### src/hdl/dmpt_pkg.sv
// Shared types and constants for the direct-mapped position table.
// Holds the transaction and slot layouts, the operation codes and the counter limits.
// No dependencies.
`timescale 1ns / 1ps

package dmpt_pkg;

  // Default table depth.
  localparam int unsigned ENTRIES_DEFAULT = 4096;

  // Field widths fixed by the interface.
  localparam int unsigned KEY_W   = 64;
  localparam int unsigned CNT_W   = 32;
  localparam int unsigned USED_W  = 13;

  // Depth of the queue between the front and the back.
  localparam int unsigned QUEUE_DEPTH = 2;

  // Operation codes.
  localparam logic [1:0] FUNC_LOOKUP = 2'd0;
  localparam logic [1:0] FUNC_STORE  = 2'd1;
  localparam logic [1:0] FUNC_CLEAR  = 2'd2;

  // Saturation limits of the counters.
  localparam logic [CNT_W-1:0]  CNT_MAX  = '1;
  localparam logic [USED_W-1:0] USED_MAX = '1;

  // One accepted transaction, as it leaves the input ports.
  typedef struct packed {
    logic [1:0]        func;
    logic [KEY_W-1:0]  key;
    logic [1:0]        node_type;
    logic signed [15:0] score;
    logic [7:0]        search_depth;
    logic [15:0]       best_move;
  } item_t;

  // One slot of the table. A node type of zero marks the slot as empty.
  typedef struct packed {
    logic [1:0]        node_type;
    logic [KEY_W-1:0]  key;
    logic signed [15:0] score;
    logic [7:0]        search_depth;
    logic [15:0]       best_move;
  } entry_t;

  // Result of one transaction as seen by the receiver.
  typedef struct packed {
    logic              hit;
    logic [1:0]        found_type;
    logic signed [15:0] found_score;
    logic [7:0]        found_depth;
    logic [15:0]       found_move;
  } found_t;

endpackage

### src/hdl/dmpt_queue.sv
// Short first-in first-out queue that decouples the front from the back.
// Carries the slot index together with the transaction.
// Depends on dmpt_pkg.
`timescale 1ns / 1ps

module dmpt_queue #(
  parameter int unsigned IDX_W = 12
) (
  input  logic                 clk,
  input  logic                 rst,
  input  logic                 push,
  input  logic [IDX_W-1:0]     push_idx,
  input  dmpt_pkg::item_t      push_item,
  output logic                 full,
  input  logic                 pop,
  output logic                 valid,
  output logic [IDX_W-1:0]     head_idx,
  output dmpt_pkg::item_t      head_item
);

  localparam int unsigned DEPTH = dmpt_pkg::QUEUE_DEPTH;
  localparam int unsigned PTR_W = (DEPTH > 1) ? $clog2(DEPTH) : 1;
  localparam int unsigned CNT_W = $clog2(DEPTH + 1);

  logic [IDX_W-1:0]  idx_q  [DEPTH];
  dmpt_pkg::item_t   item_q [DEPTH];
  logic [PTR_W-1:0]  wr_ptr;
  logic [PTR_W-1:0]  rd_ptr;
  logic [CNT_W-1:0]  count;
  logic              do_push;
  logic              do_pop;

  assign full      = (count == CNT_W'(DEPTH));
  assign valid     = (count != '0);
  assign do_push   = push && !full;
  assign do_pop    = pop && valid;
  assign head_idx  = idx_q[rd_ptr];
  assign head_item = item_q[rd_ptr];

  // Pointers and fill level.
  always_ff @(posedge clk) begin
    if (rst) begin
      wr_ptr <= '0;
      rd_ptr <= '0;
      count  <= '0;
    end else begin
      if (do_push) begin
        wr_ptr <= (wr_ptr == PTR_W'(DEPTH - 1)) ? '0 : wr_ptr + 1'b1;
      end
      if (do_pop) begin
        rd_ptr <= (rd_ptr == PTR_W'(DEPTH - 1)) ? '0 : rd_ptr + 1'b1;
      end
      if (do_push && !do_pop) begin
        count <= count + 1'b1;
      end else if (do_pop && !do_push) begin
        count <= count - 1'b1;
      end
    end
  end

  // Storage.
  always_ff @(posedge clk) begin
    if (do_push) begin
      idx_q[wr_ptr]  <= push_idx;
      item_q[wr_ptr] <= push_item;
    end
  end

endmodule

### config.mk
export PLATFORM = sky130hd
export DESIGN_NAME = dmpt_queue
export DESIGN_NICKNAME = d
export VERILOG_FILES = /design/src/hdl/dmpt_pkg.sv /design/src/hdl/dmpt_queue.sv
export SDC_FILE = /design/constraint.sdc
export NUM_CORES = 1
export LEC_CHECK = 0
export BUFFER_PORTS_ARGS = -buffer_cell sky130_fd_sc_hd__buf_2
export CORE_UTILIZATION = 52
export DETAILED_ROUTE_END_ITERATION = 8
export HOLD_SLACK_MARGIN = 0.05
export PLACE_DENSITY_LB_ADDON = 0.08
export SETUP_SLACK_MARGIN = 0.4
export SLEW_MARGIN = 20
export SYNTH_ARGS = -nofsm -noshare
export SYNTH_HDL_FRONTEND = slang
export SYNTH_SLANG_ARGS = --single-unit
### constraint.sdc
create_clock -name clk -period 5.2 [get_ports clk]
set_input_delay 0.52 -clock clk [delete_from_list [all_inputs] [get_ports clk]]
set_output_delay 0.52 -clock clk [all_outputs]
set_load 0.02 [all_outputs]
Word level (Yosys, flattened, before mapping). Memory sizes are Yosys's and may differ from the RTL's. A register that Yosys moved wholly into a read port is not among the register bits. Cells that the tools add are included.

Flip-flop bits (word level): 4. RAM bits: 240. Output and inout port bits: 122. Memories: 2.

Memories: item_q (depth 2, width 108, rd ports 1, clocked after Yosys merged registers in 1, wr ports 1, RTL line dmpt_queue.sv:26) `dmpt_pkg::item_t item_q [DEPTH];`; idx_q (depth 2, width 12, rd ports 1, clocked after Yosys merged registers in 1, wr ports 1, RTL line dmpt_queue.sv:25) `logic [IDX_W-1:0] idx_q [DEPTH];`.

Add/sub/neg operators: 4. Equal/unequal tests: 1. Mux-type cells: 10. Reductions and logical operators: 9.

Operators with widths (count): $mux W1 (8); $logic_and A1 B1 Y1 (4); $mux W2 (2); $reduce_bool A2 Y1 (2); $logic_not A1 Y1 (3); $add A1 B1 Y1 const B (2); $add A2 B1 Y2 const B (1); $eq A2 B2 Y1 const B (1); $sub A2 B1 Y2 const B (1).

Longest topological paths before layout. Gate-level depths: netlist (run 1).

Word-level depth: 7. Gate-level depth with buffers: 6. Mapped depth without buffers: 6.

Worst setup path before layout (run 1). No wires, ideal clock.

Path type: input -> register. Start: in push. End: mem idx_q[1][0], enable pin. Setup time: 494 ps. Arrival: 3475 ps. Required time: 4706 ps. Setup slack: 1231 ps. Stages: 3. Buffers on the path: 0. Path through: inv_1 -> nor2_1 -> and2_1.

Longest elaborated chain between the ends: 3.

RTL lines: from (decl) (RTL line dmpt_queue.sv:11) `input logic push,`; $logic_and A1 B1 Y1 (RTL line dmpt_queue.sv:35) `assign do_push = push && !full;`; named net do_push (RTL line dmpt_queue.sv:30) `logic do_push;`; $mux W1 (RTL line dmpt_queue.sv:63) `if (do_push) begin`; $mux W1 (implied by the code) (RTL line dmpt_queue.sv:64) `idx_q[wr_ptr] <= push_idx;`; to (decl) (RTL line dmpt_queue.sv:25).

The timed path passes the listed nets, and every way through them passes these cells.

==> flow_summary.json, run 1 <==
{
  "cts_max_level": 1,
  "synth_top_area_share_pct": 80.9,
  "hold_violations": 0,
  "grt_pass1_wl_um": 24400,
  "io_buffers": 245,
  "max_slew_margin_pct": 49.1,
  "hpwl_um": 10300,
  "critPathKind": "register to primary output",
  "fmax_mhz": 337,
  "routedWlPerCell_um": 17.6,
  "grt_antenna_before_repair": 5,
  "drt_iter0_markers": 284,
  "cp.arrival_ps": 2450,
  "syn_area_um2": 8910,
  "critPathCaptureType": "primary output",
  "ant_nets": 0,
  "ctsLongestPathBuffers": 3,
  "maxCapViolCount": 0,
  "synth.yosys.warnings": 0,
  "cts_sinks": 245,
  "chipWidth_um": 133,
  "yosysUniqueCellTypes": 16,
  "startpoint_type": "register",
  "timing.final.ws_setup_ps": 2230,
  "clk_pin_slew_ps": 60,
  "netlist_top_cells_area": "edfxtp_1 (81%), mux2_2 (15%), buf_6 (1.3%), dfxtp_1 (1.1%), xor2_1 (0.29%)",
  "finalSetupViolCount": 0,
  "fin_tns_setup_ps": 0,
  "peakVddDrop_v": 0.000366,
  "rsz0062_at_grt": "no",
  "powerDensity_nw_per_um2": 507,
  "cp_max_fo": 52,
  "layout.nets": 788,
  "grt_pass1_vias": 4814,
  "synthCells": 398,
  "num_rows": 47,
  "fin_crit_ps": 2970,
  "die_height_um": 133,
  "drc": 0,
  "ys_seq_elements": 245,
  "cts_buffers": 25,
  "cp.required_ps": 4680,
  "ios": 246,
  "grt.total_usage_pct": 17.9,
  "clock_skew_ps": 14.5,
  "synthToLayoutAreaGrowth_pct": 24.0,
  "avgSynthCellArea_um2": 22.4,
  "min_period_over_period_pct": 57.0,
  "hp-class": "primary input to register",
  "cts_resized": 0,
  "clk_latency_ps": 490,
  "vias": 4497,
  "yosysTopAreaCell": "edfxtp_1",
  "cts_setup_buffers": 0,
  "cts_tree": "yes",
  "status": "finished, final reports clean",
  "cts_hold_buffers": 0,
  "finalMaxSlewViolations": 0,
  "gp_congestion": 0.746,
  "core_area_um2": 16600,
  "wl_um": 15900,
  "grt_max_degree": 60,
  "via_per_inst": 4.98,
  "synth_nets": 523,
  "leakage_uw": 0.00412,
  "initial_core_util_pct": 53.5,
  "dieArea_um2": 17700,
  "overflow": 0,
  "first_pass_iters": 4,
  "synth.yosys.seq_area_share_pct": 82.0,
  "clock_tree.root_cell": "clkbuf_16",
  "place_ws_ps": 2630,
  "drive_gt1_share_pct": 59.4,
  "max_slew.worst_pin.slew_ps": 764
}
[per-layer routing]
metal | wire, um | track usage, % | vias to the layer above
met1 | 6250 | 21.4 | 2192
met2 | 7940 | 30.3 | 163
met5 | 10 | 0 | -
li1 | - | - | 2114
met3 | 1360 | 5.82 | 26
met4 | 330 | 6.32 | 2
[cell usage in the layout, fill, tap and decap left out]
cell         n
o21ai_0      3
clkinv_1     3
nor2_1       4
or3_1        2
and2_4       1
a21oi_1      2
dfxtp_4      1
inv_1        1
clkbuf_1    13
edfxtp_1   240
buf_4        6
nor2b_2      1
clkbuf_16   25
dfxtp_1      4
xor2_1       3
inv_4        1
ha_1         1
or2_2        1
diode_2      4
buf_2      245
clkbuf_8     1
mux2_2     120
clkinv_2     1
[final cells by class]
type,instances,area (um^2)
Clock buffer,39,688
Tap cell,220,275
Clock inverter,4,16.3
Antenna cell,4,10.0
Timing Repair Buffer,251,1270
Sequential cell,245,7310
Inverter,2,10.0
Fill cell,1170,5590
Multi-Input combinational cell,138,1470
[critical path, stage by stage (launching register included)]
cell and delay [ps]:
dfxtp_4 810, buf_4 540, mux2_2 400, buf_2 160
[through the flow]
step	std cells	utilization [%]	cell area [um^2]	power [uW]	hold WS, ps
CTS	899	66.3	11000	5670	186
floorplan	398	-	8910	3700	452
global route	902	66.4	11000	5850	183
detailed placement	856	62.1	10300	4120	513
global placement	856	62.1	10300	4100	470
finish	903	66.4	11000	5600	206
[power by group]
| group | internal, uW | total [uW] | switching, uW |
|---|---|---|---|
| Clock | 900 | 1540 | 642 |
| Sequential | 2480 | 2600 | 112 |
| Combinational | 588 | 1470 | 879 |
[synth_stat cells]
cell type,n
a21oi_1,2
and2_1,1
buf_2,2
buf_4,1
buf_6,10
dfxtp_1,5
edfxtp_1,240
ha_1,1
inv_1,2
mux2_2,120
nor2_1,4
nor2b_2,1
o21ai_0,3
or2_2,1
or3_1,2
xor2_1,3
[worst paths after layout]
kind | start | to | slack, ps | cells past startpoint
setup reg to reg | count[0] | item_q[0][85] | 2830 | 4
setup / recovery | register | head_item[66] | 2230 | 3
hold reg to reg | wr_ptr | wr_ptr | 510 | 2
hold / removal | push_idx[11] | idx_q[0][11] | 210 | 1
[flip-flops by register name, indices dropped and copies added, names as in the netlist, named ones only]
signal  count
rd_ptr      1
item_q    216
idx_q      24
count       2
wr_ptr      1
[cells by family after synthesis]
group	Yosys count	share of synthesized area, %
buf+inv	15	1.55
xor+xnor	3	0.295
compound gates	5	0.281
flops	245	82.0
mux	120	15.2
simple gates	9	0.548
fa+ha+maj	1	0.140
Power figures use the tool's default switching activity.
==> run 2, diff against run 1 <==
--- a/config.mk
+++ b/config.mk
@@ -6,7 +6,7 @@
 export NUM_CORES = 1
 export LEC_CHECK = 0
 export BUFFER_PORTS_ARGS = -buffer_cell sky130_fd_sc_hd__buf_2
-export CORE_UTILIZATION = 52
+export CORE_UTILIZATION = 47
 export DETAILED_ROUTE_END_ITERATION = 8
 export HOLD_SLACK_MARGIN = 0.05
 export PLACE_DENSITY_LB_ADDON = 0.08
==> constraint.sdc (replaced) <==
create_clock -name clk -period 2.5 [get_ports clk]
set_input_delay 0.25 -clock clk [delete_from_list [all_inputs] [get_ports clk]]
set_output_delay 0.25 -clock clk [all_outputs]
set_load 0.02 [all_outputs]
==> run 2 against run 1 <==
Compared with the run above: via count rose by 12%; highest routed layer is now met4; routed wire length rose by 11%; largest power group unchanged; cell count rose by 15%; largest cell class unchanged.
==> flow_summary.json, run 2 (same netlist as run 1, synthesis figures left out) <==
{
  "grt_antenna_before_repair": 0,
  "finalMaxSlewViolations": 0,
  "routedWlPerCell_um": 17.0,
  "powerDensity_nw_per_um2": 993,
  "chipWidth_um": 140,
  "clock_tree.root_cell": "clkbuf_16",
  "drive_gt1_share_pct": 51.8,
  "cp_max_fo": 22,
  "fmax_mhz": 491,
  "finalSetupViolCount": 0,
  "hold_violations": 0,
  "cts_buffers": 26,
  "vias": 5044,
  "ios": 246,
  "fillers": 1266,
  "peakVddDrop_v": 0.000684,
  "seq_area_um2": 7310,
  "num_antenna_cells": 0,
  "num_rows": 49,
  "wl_met1_um": 6930,
  "wl_met2_um": 9020,
  "ant_nets": 0,
  "initial_core_util_pct": 48.8,
  "fin_crit_ps": 2040,
  "maxCapViolCount": 0,
  "cts_max_level": 1,
  "most-common-layout-cells": "buf_2 (245), edfxtp_1 (240), dlygate4sd3_1 (121)",
  "cp.arrival_ps": 1790,
  "layout.cells.non_filler": 1040,
  "clock_skew_ps": 7.55,
  "cts_sinks": 245,
  "drc": 0,
  "die_height_um": 140,
  "synthToLayoutAreaGrowth_pct": 40.8,
  "multi_input_area_um2": 1480,
  "grt_max_degree": 74,
  "placed_cells": 866,
  "grt_pass1_wl_um": 27800,
  "min_period_over_period_pct": 81.5,
  "dieArea_um2": 19500,
  "layout.nets": 919,
  "wl_um": 17700,
  "min_delay_path_depth": 4,
  "final_area_um2": 12500,
  "clk_pin_slew_ps": 60,
  "core_area_um2": 18300,
  "startpoint_type": "register",
  "hp-class": "primary input to register",
  "r2r_cells": 4,
  "grt_pass1_vias": 5527,
  "regMostFlops": "item_q",
  "rsz0062_at_grt": "no",
  "top_regs": "item_q x216, idx_q x24, count x2",
  "place_area_um2": 10400,
  "top_layer": "met4",
  "max_slew_margin_pct": 58.9,
  "final_common_cell": "buf_2",
  "wl_met3_um": 1330,
  "hpwl_um": 10600,
  "critPathKind": "register to primary output",
  "place_ws_ps": 795,
  "cp.required_ps": 2250,
  "leakage_uw": 0.00475,
  "io_buffers": 245,
  "overflow": 0,
  "max_slew.worst_pin.slew_ps": 616,
  "status": "finished, final reports clean",
  "drt_iter0_markers": 162,
  "grt.total_usage_pct": 18.3,
  "via_per_inst": 4.85,
  "ctsLongestPathBuffers": 3,
  "largest_reg_flops": 216,
  "cts_tree": "yes",
  "first_pass_iters": 4,
  "critPathCaptureType": "primary output",
  "clk_latency_ps": 510,
  "gp_congestion": 0.725,
  "timing.final.ws_setup_ps": 463
}
-- run 2: power by group --
part	internal, uW	switching (uW)	total, uW
Clock	2160	1430	3590
Sequential	5160	141	5310
Combinational	1530	2030	3560
Total	8850	3600	12500
-- run 2: layer usage --
layer	vias to the layer above	GRT usage (%)
met5	-	0
met4	0	5.49
met3	29	5.40
met2	176	33.9
met1	2463	20.2
li1	2376	-
-- run 2: path summary, 6_finish.rpt --
| path | from | end | slack, ps |
|---|---|---|---|
| max reg2reg | count[1] | item_q[1][33] | 820 |
| min reg2reg | wr_ptr | wr_ptr | 500 |
| min | push | wr_ptr | 120 |
| max | register | head_item[36] | 460 |
-- run 2: timing repair --
action,4_1_cts,5_1_grt
setup endpoints to repair,100,44
hold buffers,121,0
hold endpoints to repair,245,0
setup buffers,5,2
gates resized for setup,2,0
gates cloned,1,0
-- run 2: area by class of cell --
cell class | count | share of cell area [%]
Timing Repair Buffer | 381 | 21.1
Inverter | 2 | 0.0898
Tap cell | 229 | 2.28
Clock inverter | 13 | 0.868
Sequential cell | 245 | 58.3
Multi-Input combinational cell | 138 | 11.8
Clock buffer | 32 | 5.54
-- run 2: metrics by stage --
stage | hold slack [ps] | util (%) | TNS, ps | power (uW)
floorplan | 312 | - | -43830 | 7680
global placement | 437 | 57.1 | 0 | 8620
detailed placement | 441 | 57.1 | 0 | 8700
CTS | 108 | 68.6 | 0 | 12600
global route | 167 | 68.6 | 0 | 13000
finish | 122 | 68.6 | 0 | 12500
-- run 2: worst max-delay path, cell delays in order, from the launching register on --
cell and delay, ps:
dfxtp_4 420, bufbuf_16 340, mux2_2 350, buf_2 160
