### src/hdl/dmpt_pkg.sv
// Shared types and constants for the direct-mapped position table.
// Holds the transaction and slot layouts, the operation codes and the counter limits.
// No dependencies.
`timescale 1ns / 1ps

package dmpt_pkg;

  // Default table depth.
  localparam int unsigned ENTRIES_DEFAULT = 4096;

  // Field widths fixed by the interface.
  localparam int unsigned KEY_W   = 64;
  localparam int unsigned CNT_W   = 32;
  localparam int unsigned USED_W  = 13;

  // Depth of the queue between the front and the back.
  localparam int unsigned QUEUE_DEPTH = 2;

  // Operation codes.
  localparam logic [1:0] FUNC_LOOKUP = 2'd0;
  localparam logic [1:0] FUNC_STORE  = 2'd1;
  localparam logic [1:0] FUNC_CLEAR  = 2'd2;

  // Saturation limits of the counters.
  localparam logic [CNT_W-1:0]  CNT_MAX  = '1;
  localparam logic [USED_W-1:0] USED_MAX = '1;

  // One accepted transaction, as it leaves the input ports.
  typedef struct packed {
    logic [1:0]        func;
    logic [KEY_W-1:0]  key;
    logic [1:0]        node_type;
    logic signed [15:0] score;
    logic [7:0]        search_depth;
    logic [15:0]       best_move;
  } item_t;

  // One slot of the table. A node type of zero marks the slot as empty.
  typedef struct packed {
    logic [1:0]        node_type;
    logic [KEY_W-1:0]  key;
    logic signed [15:0] score;
    logic [7:0]        search_depth;
    logic [15:0]       best_move;
  } entry_t;

  // Result of one transaction as seen by the receiver.
  typedef struct packed {
    logic              hit;
    logic [1:0]        found_type;
    logic signed [15:0] found_score;
    logic [7:0]        found_depth;
    logic [15:0]       found_move;
  } found_t;

endpackage

### src/hdl/dmpt_front.sv
// Front stage of the position table: takes a transaction and works out its slot index.
// Power-of-two depths use the low key bits; other depths fold the key bytes and reduce them.
// Depends on dmpt_pkg.
`timescale 1ns / 1ps

module dmpt_front #(
  parameter int unsigned ENTRIES = dmpt_pkg::ENTRIES_DEFAULT
) (
  input  logic                       clk,
  input  logic                       rst,
  input  logic                       start,
  input  dmpt_pkg::item_t            in_item,
  output logic                       busy,
  input  logic                       q_full,
  output logic                       q_push,
  output logic [$clog2(ENTRIES)-1:0] q_idx,
  output dmpt_pkg::item_t            q_item
);

  // Weight of each key byte: 256 to the power of the byte position, modulo ENTRIES.
  function automatic logic [255:0] byte_weights();
    logic [255:0]    w;
    longint unsigned p;
    w = '0;
    p = 64'(1 % ENTRIES);
    for (int j = 0; j < 8; j++) begin
      w[j*32 +: 32] = 32'(p);
      p = (p * 64'd256) % 64'(ENTRIES);
    end
    return w;
  endfunction

  localparam int unsigned IDX_W     = $clog2(ENTRIES);
  localparam bit          POW2      = ((ENTRIES & (ENTRIES - 1)) == 0);
  // Eight byte folds, a quotient estimate, a subtract and one correction.
  localparam int unsigned NP_CYCLES = 11;
  localparam int unsigned CNT_BW    = $clog2(NP_CYCLES + 1);
  localparam logic [31:0] ENT_W32   = 32'(ENTRIES);
  localparam logic [31:0] RECIP     = 32'((64'd1 << 32) / ENTRIES);
  localparam logic [255:0] WEIGHTS  = byte_weights();

  logic                       occ;
  dmpt_pkg::item_t            item;
  logic [dmpt_pkg::KEY_W-1:0] key_sh;
  logic [CNT_BW-1:0]          cnt;
  logic [2:0]                 wsel;
  logic [31:0]                weight;
  logic [31:0]                acc;
  logic [31:0]                quo;
  logic [31:0]                part;
  logic [63:0]                prod;
  logic [IDX_W-1:0]           rem;

  // Byte weight for the current fold and the reciprocal product of the folded sum.
  assign wsel   = 3'(CNT_BW'(NP_CYCLES) - cnt);
  assign weight = WEIGHTS[32*wsel +: 32];
  assign prod   = {32'd0, acc} * {32'd0, RECIP};

  assign busy   = occ;
  assign q_push = occ && (cnt == '0) && !q_full;
  assign q_idx  = POW2 ? item.key[IDX_W-1:0] : rem;
  assign q_item = item;

  // Control: the stage holds one transaction until its index is known and the queue has room.
  always_ff @(posedge clk) begin
    if (rst) begin
      occ <= 1'b0;
      cnt <= '0;
    end else begin
      if (start && !occ) begin
        occ <= 1'b1;
        cnt <= POW2 ? '0 : CNT_BW'(NP_CYCLES);
      end else if (q_push) begin
        occ <= 1'b0;
      end else if (occ && (cnt != '0)) begin
        cnt <= cnt - 1'b1;
      end
    end
  end

  // Payload and remainder datapath. The folded sum stays below 2^31, so the
  // reciprocal estimate of the quotient is at most one low and one correction suffices.
  always_ff @(posedge clk) begin
    if (start && !occ) begin
      item   <= in_item;
      key_sh <= in_item.key;
      acc    <= '0;
    end else if (occ && (cnt > CNT_BW'(3))) begin
      acc    <= acc + 32'(key_sh[7:0]) * weight;
      key_sh <= key_sh >> 8;
    end else if (occ && (cnt == CNT_BW'(3))) begin
      quo <= prod[63:32];
    end else if (occ && (cnt == CNT_BW'(2))) begin
      part <= acc - quo * ENT_W32;
    end else if (occ && (cnt == CNT_BW'(1))) begin
      rem <= (part >= ENT_W32) ? IDX_W'(part - ENT_W32) : IDX_W'(part);
    end
  end

endmodule

### config.mk
export PLATFORM = sky130hd
export DESIGN_NAME = dmpt_front
export DESIGN_NICKNAME = d
export VERILOG_FILES = /design/src/hdl/dmpt_pkg.sv /design/src/hdl/dmpt_front.sv
export SDC_FILE = /design/constraint.sdc
export NUM_CORES = 1
export LEC_CHECK = 0
export BUFFER_PORTS_ARGS = -buffer_cell sky130_fd_sc_hd__buf_2
export CORE_ASPECT_RATIO = 0.8
export CORE_UTILIZATION = 36
export CTS_CLUSTER_SIZE = 28
export DETAILED_ROUTE_END_ITERATION = 8
export PLACE_DENSITY_LB_ADDON = 0.25
export REMOVE_ABC_BUFFERS = 1
export SYNTH_ARGS = -nofsm -noshare
export SYNTH_HDL_FRONTEND = slang
export SYNTH_SLANG_ARGS = --single-unit
### constraint.sdc
create_clock -name clk -period 8.75 [get_ports clk]
set_input_delay 1.75 -clock clk [delete_from_list [all_inputs] [get_ports clk]]
set_output_delay 1.75 -clock clk [all_outputs]
set_load 0.05 [all_outputs]
# --- After elaboration in Yosys (flattened, before gate mapping) ---
# Cells that the tools add are included.
totals:
  ff_bits: 113
  latchBits: 0
  mem_bits_rw: 0
  romBits: 0
  n_memories: 0
op_classes:
  addsub: 1
  n_mul: 0
  div_mod_pow: 0
  n_lt_le_gt_ge: 0
  eq_ne: 0
  shifts: 0
  mux: 2
  n_bitwise: 1
  reduce_logical: 11
op_table:
  columns: ["operator", "count"]
  rows:
  - ["$logic_and A1 B1 Y1", 4]
  - ["$logic_not A4 Y1", 1]
  - ["$reduce_bool A4 Y1", 1]
  - ["$sub A4 B1 Y4 const B", 1]
  - ["$logic_not A1 Y1", 2]
  - ["$mux W1", 2]
  - ["$reduce_and A2 Y1", 1]
  - ["$reduce_bool A2 Y1", 1]
  - ["$reduce_or A2 Y1", 1]
  - ["$not A1 Y1", 1]

# --- Longest topological paths before layout ---
# Gate-level depths: netlist (run 1).
depth:
  depth_word: 5
  ltp_mapped: 5
  ltp_nobuf: 5

# --- Worst setup path after synthesis (run 1) ---
# Ideal clock, no wire load.
synth_path:
  path_kind: "in2reg"
  startpoint: "in start"
  endpoint: "reg item (netlist bit q_idx[0]), enable pin"
  arrival_ns: 6.367
  t_required_ns: 8.169
  slack_ns: 1.802
  stages: 2
  path_cell_list: "inv_1 nor2_1"
synth_via:
  elab_chain_len: 1
synth_rtl:
  columns: ["element", "line_no", "rtl"]
  rows:
  - ["start, declared", "dmpt_front.sv:11", "input logic start,"]
  - ["$logic_and A1 B1 Y1", "dmpt_front.sv:84", "if (start && !occ) begin"]
  - ["end signal, assigned", "dmpt_front.sv:85", "item <= in_item;"]
  - ["end, declared", "dmpt_front.sv:43", "dmpt_pkg::item_t item;"]
# Every way passes these cells.
# A chain may end at the register's enable or synchronous reset.

# --- Worst setup path after layout (run 1) ---
layout_path:
  startpoint: "in q_full"
  endpoint: "out q_push"
layout_via:
  elab_chain_len: 2
layout_rtl:
  columns: ["element", "line_no", "rtl"]
  rows:
  - ["start, declared", "dmpt_front.sv:14", "input logic q_full,"]
  - ["$logic_not A1 Y1", "dmpt_front.sv:60", "assign q_push = occ && (cnt == '0) && !q_full;"]
  - ["$logic_and A1 B1 Y1", "dmpt_front.sv:60", null]
  - ["end, declared", "dmpt_front.sv:15", "output logic q_push,"]
# Every way passes these cells.

==> results.py, run 1 <==
metrics = {
    "run_status": {
        "outcome": "completed",
    },
    "global_route": {
        "grt_max_degree": 89,
        "antenna_found_initial": 0,
        "grt_pass1_vias": 2195,
        "grtUsageTotal_pct": 15.1,
        "grt_pass1_wl_mm": 11.3,
        "gr-total-overflow": 0,
    },
    "sta": {
        "hold_viol": 0,
        "setup_tns_ns": 0,
        "fmax_ghz": 0.245,
        "finalCriticalPeriod_ns": 4.08,
        "slew_violations": 0,
        "rsz0062_at_grt": "false",
        "period_share_pct": 46.6,
        "final-setup-viol-count": 0,
        "slew_headroom_pct": 27.1,
        "worst_slew_pin_slew_ns": 1.09,
        "final.setup_skew_ns": 0.00828,
    },
    "synth": {
        "ys_seq_area_share_pct": 92.4,
        "synth_async_sr_flop_share_pct": 0,
        "ys_warn_count": 0,
        "synthCells": 153,
        "synth_ff_type": "edfxtp_1",
        "avgSynthCellArea_um2": 23.7,
        "synth-edff-count": 108,
        "synth.ff_latch_count": 113,
        "ys_types": 23,
        "synth_area_um2": 3620,
    },
    "detailed_routing": {
        "postRouteAntennaNets": 0,
        "via_per_inst": 4.20,
        "wl_mm": 7.89,
        "vias": 2274,
        "dr.pass1.iters": 4,
        "post_drt_wl_per_cell_um": 14.6,
        "dr.first_iter.drc_count": 117,
        "drcViolationCount": 0,
    },
    "clock_network": {
        "cts_tree": "built",
        "cts_buffers": 17,
        "clockRootBuffer": "clkbuf_16",
        "cts_sinks": 113,
        "clk_latency_ns": 0.40,
        "postCtsSetupBuffers": 0,
        "post_cts_resized": 0,
        "clk_pin_slew_worst_paths_ns": 0.05,
        "postCtsHoldBufs": 0,
        "clk_path_buf_depth": 2,
        "h-tree-depth": 4,
    },
    "pwr": {
        "p_per_area_nw_per_um2": 282,
        "total_power_w": 0.00154,
        "leakagePower_nw": 2.34,
        "vdd_drop_max_v": 0.000158,
    },
    "run": {
        "cap_violations": 0,
    },
    "worst_setup_path": {
        "arrival_ns": 2.33,
        "cp.required_ns": 7.00,
        "cp_max_fo": 2,
        "end_kind": "output port",
        "cp-start-kind": "input pin",
        "crit_type": "input pin to output port",
    },
    "place": {
        "gp_congestion": 0.742,
        "dp.cells": 510,
        "numPortBuffers": 233,
        "dpl.hpwl_mm": 5.67,
    },
    "hold_path": {
        "hp-class": "register to register",
    },
    "final_layout": {
        "layout-drive-gt1-share_pct": 65.7,
        "areaGrowthSynthToFinish_pct": 51.2,
        "antenna_cells": 0,
        "final_common_cell": "buf_2",
        "final_cell_mix": "buf_2 (233), edfxtp_1 (108), clkbuf_16 (17)",
        "fin_nets": 506,
        "fin_cells": 541,
    },
    "die": {
        "start_util_pct": 37.4,
        "chipHeight_um": 91.7,
        "die_area_um2": 10500,
        "num_rows": 32,
        "fp.coreArea_um2": 9690,
        "die_x_um": 114,
        "io_pins": 234,
    },
}
## report_power, final
part / internal [W] / leakage [nW] / total, W / switching, W
Sequential: 0.000635 / 1.07 / 0.000645 / 0.00000988
Clock: 0.000471 / 0.288 / 0.000694 / 0.000223
Combinational: 0.0000446 / 0.978 / 0.000204 / 0.000159
Total: 0.00115 / 2.34 / 0.00154 / 0.000392
## flip-flops by register name, summed over array words and instances (netlist names)
signal / count
q_item: 96
cnt: 4
q_idx: 12
busy: 1
## per-layer routing
metal / track usage, % / vias up / routed length [um]
met1: 15.8 / 1066 / 2920
met4: 7.58 / 0 / 106
li1: - / 1069 / -
met5: 0 / - / 0
met3: 7.60 / 10 / 760
met2: 25.2 / 129 / 4100
## final cells by class
type / instances / area, um^2
multi-input cells: 24 / 175
well taps: 136 / 170
clock inverters: 12 / 166
inverters: 3 / 11.3
clock buffers: 19 / 433
repair buffers: 234 / 1170
flip-flops and latches: 113 / 3340
fillers: 807 / 4220
## per-stage QoR
step / hold WS, ns / instance area (um^2) / setup WS [ns] / util [%]
5_1_grt: 0.570 / 5470 / 4.65 / 56.5
4_1_cts: 0.507 / 5470 / 4.66 / 56.5
2_1_floorplan: 0.472 / 3520 / 1.80 / -
3_3_place_gp: 0.498 / 4870 / 4.68 / 50.3
3_5_place_dp: 0.502 / 4870 / 4.66 / 50.3
6_report: 0.505 / 5470 / 4.67 / 56.5
## worst max-delay path, cell delays in order
cell and delay (ns):
buf_2 0.10, nor3b_2 0.19, buf_2 0.29
## logic make-up (layout without fill, tap and decap cells)
family                   after synthesis  count (layout)  synth area share [%]
buffers and inverters                 16             268                  3.01
flip-flops                           113             113                  92.4
AND/OR/NAND/NOR                       17              17                  3.18
adder cells (fa/ha/maj)                1               1                 0.346
multiplexers                           1               1                 0.277
AO/OA/AOI/OAI                          5               5                 0.830
## synth_stat cells (2+ instances only)
cell type  number  area (um^2)
nor2_1          4         15.0
buf_4          13         97.6
inv_1           2         7.51
o21ai_0         2         10.0
nand3b_1        2         15.0
edfxtp_1      108         3240
nor3_1          2         10.0
dfxtp_1         5          100
## worst paths after layout
kind          start   endpoint  slack, ns  depth (start not counted)
max          q_full     q_push       4.67                          3
min          cnt[1]     cnt[1]       0.51                          2
min reg2reg  cnt[1]     cnt[1]       0.51                          2
max reg2reg    busy  q_item[9]       6.43                          2
(Power assumes the default switching activity.)
==> inputs of run 2 (changes only) <==
==> constraint.sdc (replaced) <==
create_clock -name clk -period 3.5 [get_ports clk]
set_input_delay 0.7 -clock clk [delete_from_list [all_inputs] [get_ports clk]]
set_output_delay 0.7 -clock clk [all_outputs]
set_load 0.05 [all_outputs]
==> results.py, run 2 (synthesized netlist as in run 1, its figures left out) <==
metrics = {
    "sta": {
        "hold_viol": 0,
        "fmax_ghz": 0.385,
        "rsz0062_at_grt": "false",
        "period_share_pct": 74.1,
        "setup_tns_ns": 0,
        "worst_hold_slack_ns": 0.475,
        "worst_slew_pin_slew_ns": 0.622,
        "slew_violations": 0,
        "finalCriticalPeriod_ns": 2.60,
        "slew_headroom_pct": 58.4,
        "final-setup-viol-count": 0,
        "final.setup_skew_ns": 0.00552,
    },
    "worst_setup_path": {
        "crit_type": "register to output port",
        "cpPeakStageDelay_ns": 0.41,
        "reg2reg_depth": 2,
        "cp_max_fo": 5,
        "path_cells": "inv_2 -> ha_1 -> or3b_4 -> nor3b_2 -> buf_2",
        "cp_slowest_cell": "or3b_4",
        "cp-start-kind": "register",
        "arrival_ns": 1.90,
        "end_kind": "output port",
        "cp.required_ns": 2.80,
    },
    "clock_network": {
        "post_cts_resized": 0,
        "cts_tree": "built",
        "clk_pin_slew_worst_paths_ns": 0.05,
        "postCtsSetupBuffers": 0,
        "clockRootBuffer": "clkbuf_16",
        "postCtsHoldBufs": 0,
        "clk_latency_ns": 0.39,
        "cts_buffers": 17,
        "h-tree-depth": 4,
        "cts_sinks": 113,
        "clk_path_buf_depth": 2,
    },
    "die": {
        "chipHeight_um": 91.7,
        "die_area_um2": 10500,
        "fp.coreArea_um2": 9690,
        "die_x_um": 114,
        "io_pins": 234,
        "num_rows": 32,
        "start_util_pct": 37.4,
    },
    "place": {
        "numPortBuffers": 233,
        "dpl.hpwl_mm": 5.82,
        "gp_congestion": 0.744,
    },
    "final_layout": {
        "areaGrowthSynthToFinish_pct": 51.6,
        "n_fill_cell": 819,
        "fin_nets": 506,
        "antenna_cells": 0,
        "layout-drive-gt1-share_pct": 65.9,
        "register_area_um2": 3340,
        "largest_reg_flops": 96,
        "final_cell_mix": "buf_2 (233), edfxtp_1 (108), clkbuf_16 (17)",
        "multiInputGateArea_um2": 175,
        "final_common_cell": "buf_2",
    },
    "pwr": {
        "clkPwrFrac_pct": 44.9,
        "p_per_area_nw_per_um2": 703,
        "vdd_drop_max_v": 0.000396,
        "total_power_w": 0.00386,
        "comb_power_share_pct": 13.3,
        "p_sw_share_pct": 25.3,
        "power.switching_w": 0.000978,
        "internal_power_w": 0.00288,
        "sequentialPowerShare_pct": 41.8,
        "leakagePower_nw": 2.34,
    },
    "hold_path": {
        "hp-class": "input pin to register",
        "hold_depth": 1,
    },
    "detailed_routing": {
        "via_per_inst": 4.19,
        "dr.pass1.iters": 4,
        "postRouteAntennaNets": 0,
        "drcViolationCount": 0,
        "vias": 2268,
        "post_drt_wl_per_cell_um": 14.8,
        "wl_mm": 7.98,
        "dr.first_iter.drc_count": 118,
    },
    "global_route": {
        "grt_use_met3_pct": 7.20,
        "busiest_layer": "met2",
        "grtUsageTotal_pct": 15.5,
        "gr-usage-met2_pct": 26.3,
        "gr-total-overflow": 0,
        "grt_pass1_vias": 2310,
        "antenna_found_initial": 0,
        "grt_max_degree": 89,
        "grt_pass1_wl_mm": 11.6,
        "grtUsageMet1_pct": 15.6,
    },
    "run_status": {
        "outcome": "completed",
    },
    "run": {
        "cap_violations": 0,
    },
}
-- run 2: changes by cell type in the layout (fill, tap and decap cells not counted), sizes merged --
cell	delta
clkinv	-1
clkbuf	+1
-- run 2: power groups by stage --
stage / sequential [W] / combinational [W] / clock, W
finish: 0.00161 / 0.000513 / 0.00173
CTS: 0.00161 / 0.000518 / 0.00178
global placement: 0.00163 / 0.000514 / 0
detailed placement: 0.00164 / 0.000517 / 0
floorplan: 0.00196 / 0.0000480 / 0
global route: 0.00162 / 0.000534 / 0.00183
-- run 2: final cells by class --
| type | count | share of cell area (%) |
|---|---|---|
| multi-input cells | 24 | 3.19 |
| clock buffers | 20 | 7.96 |
| well taps | 136 | 3.10 |
| clock inverters | 11 | 2.99 |
| flip-flops and latches | 113 | 60.9 |
| inverters | 3 | 0.205 |
| repair buffers | 234 | 21.6 |
-- run 2: routing by layer --
layer	share of wire (%)	up-vias	wire (um)
li1	-	1070	-
met1	37	1060	2940
met2	52	129	4150
met3	10	9	795
met4	1.2	0	99
met5	0	-	0
-- run 2: path summary, 6_finish.rpt --
kind,from,to,slack (ns)
worst max-delay path,cnt[0],q_push,0.90
worst min-delay path,in_item[52],q_idx[10],0.47
worst max register to register,busy,q_item[81],1.66
worst min register to register,cnt[1],cnt[1],0.53
-- run 2: metrics by stage --
step                      std cells  setup WS (ns)  util [%]  cell area, um^2
final                           541          0.905      56.6             5490
after global routing            541          0.766      56.6             5490
after CTS                       541          0.872      56.6             5490
after detailed placement        510           1.25      50.4             4890
after global placement          510           1.28      50.4             4890
after floorplan                 140          -2.40         -             3520
-- run 2: critical path: cells and delay by family (launching register included) --
| family | cells | cell delay [ns] |
|---|---|---|
| buf+inv | 2 | 0.36 |
| simple gates | 2 | 0.59 |
| flops | 1 | 0.33 |
| fa+ha+maj | 1 | 0.21 |
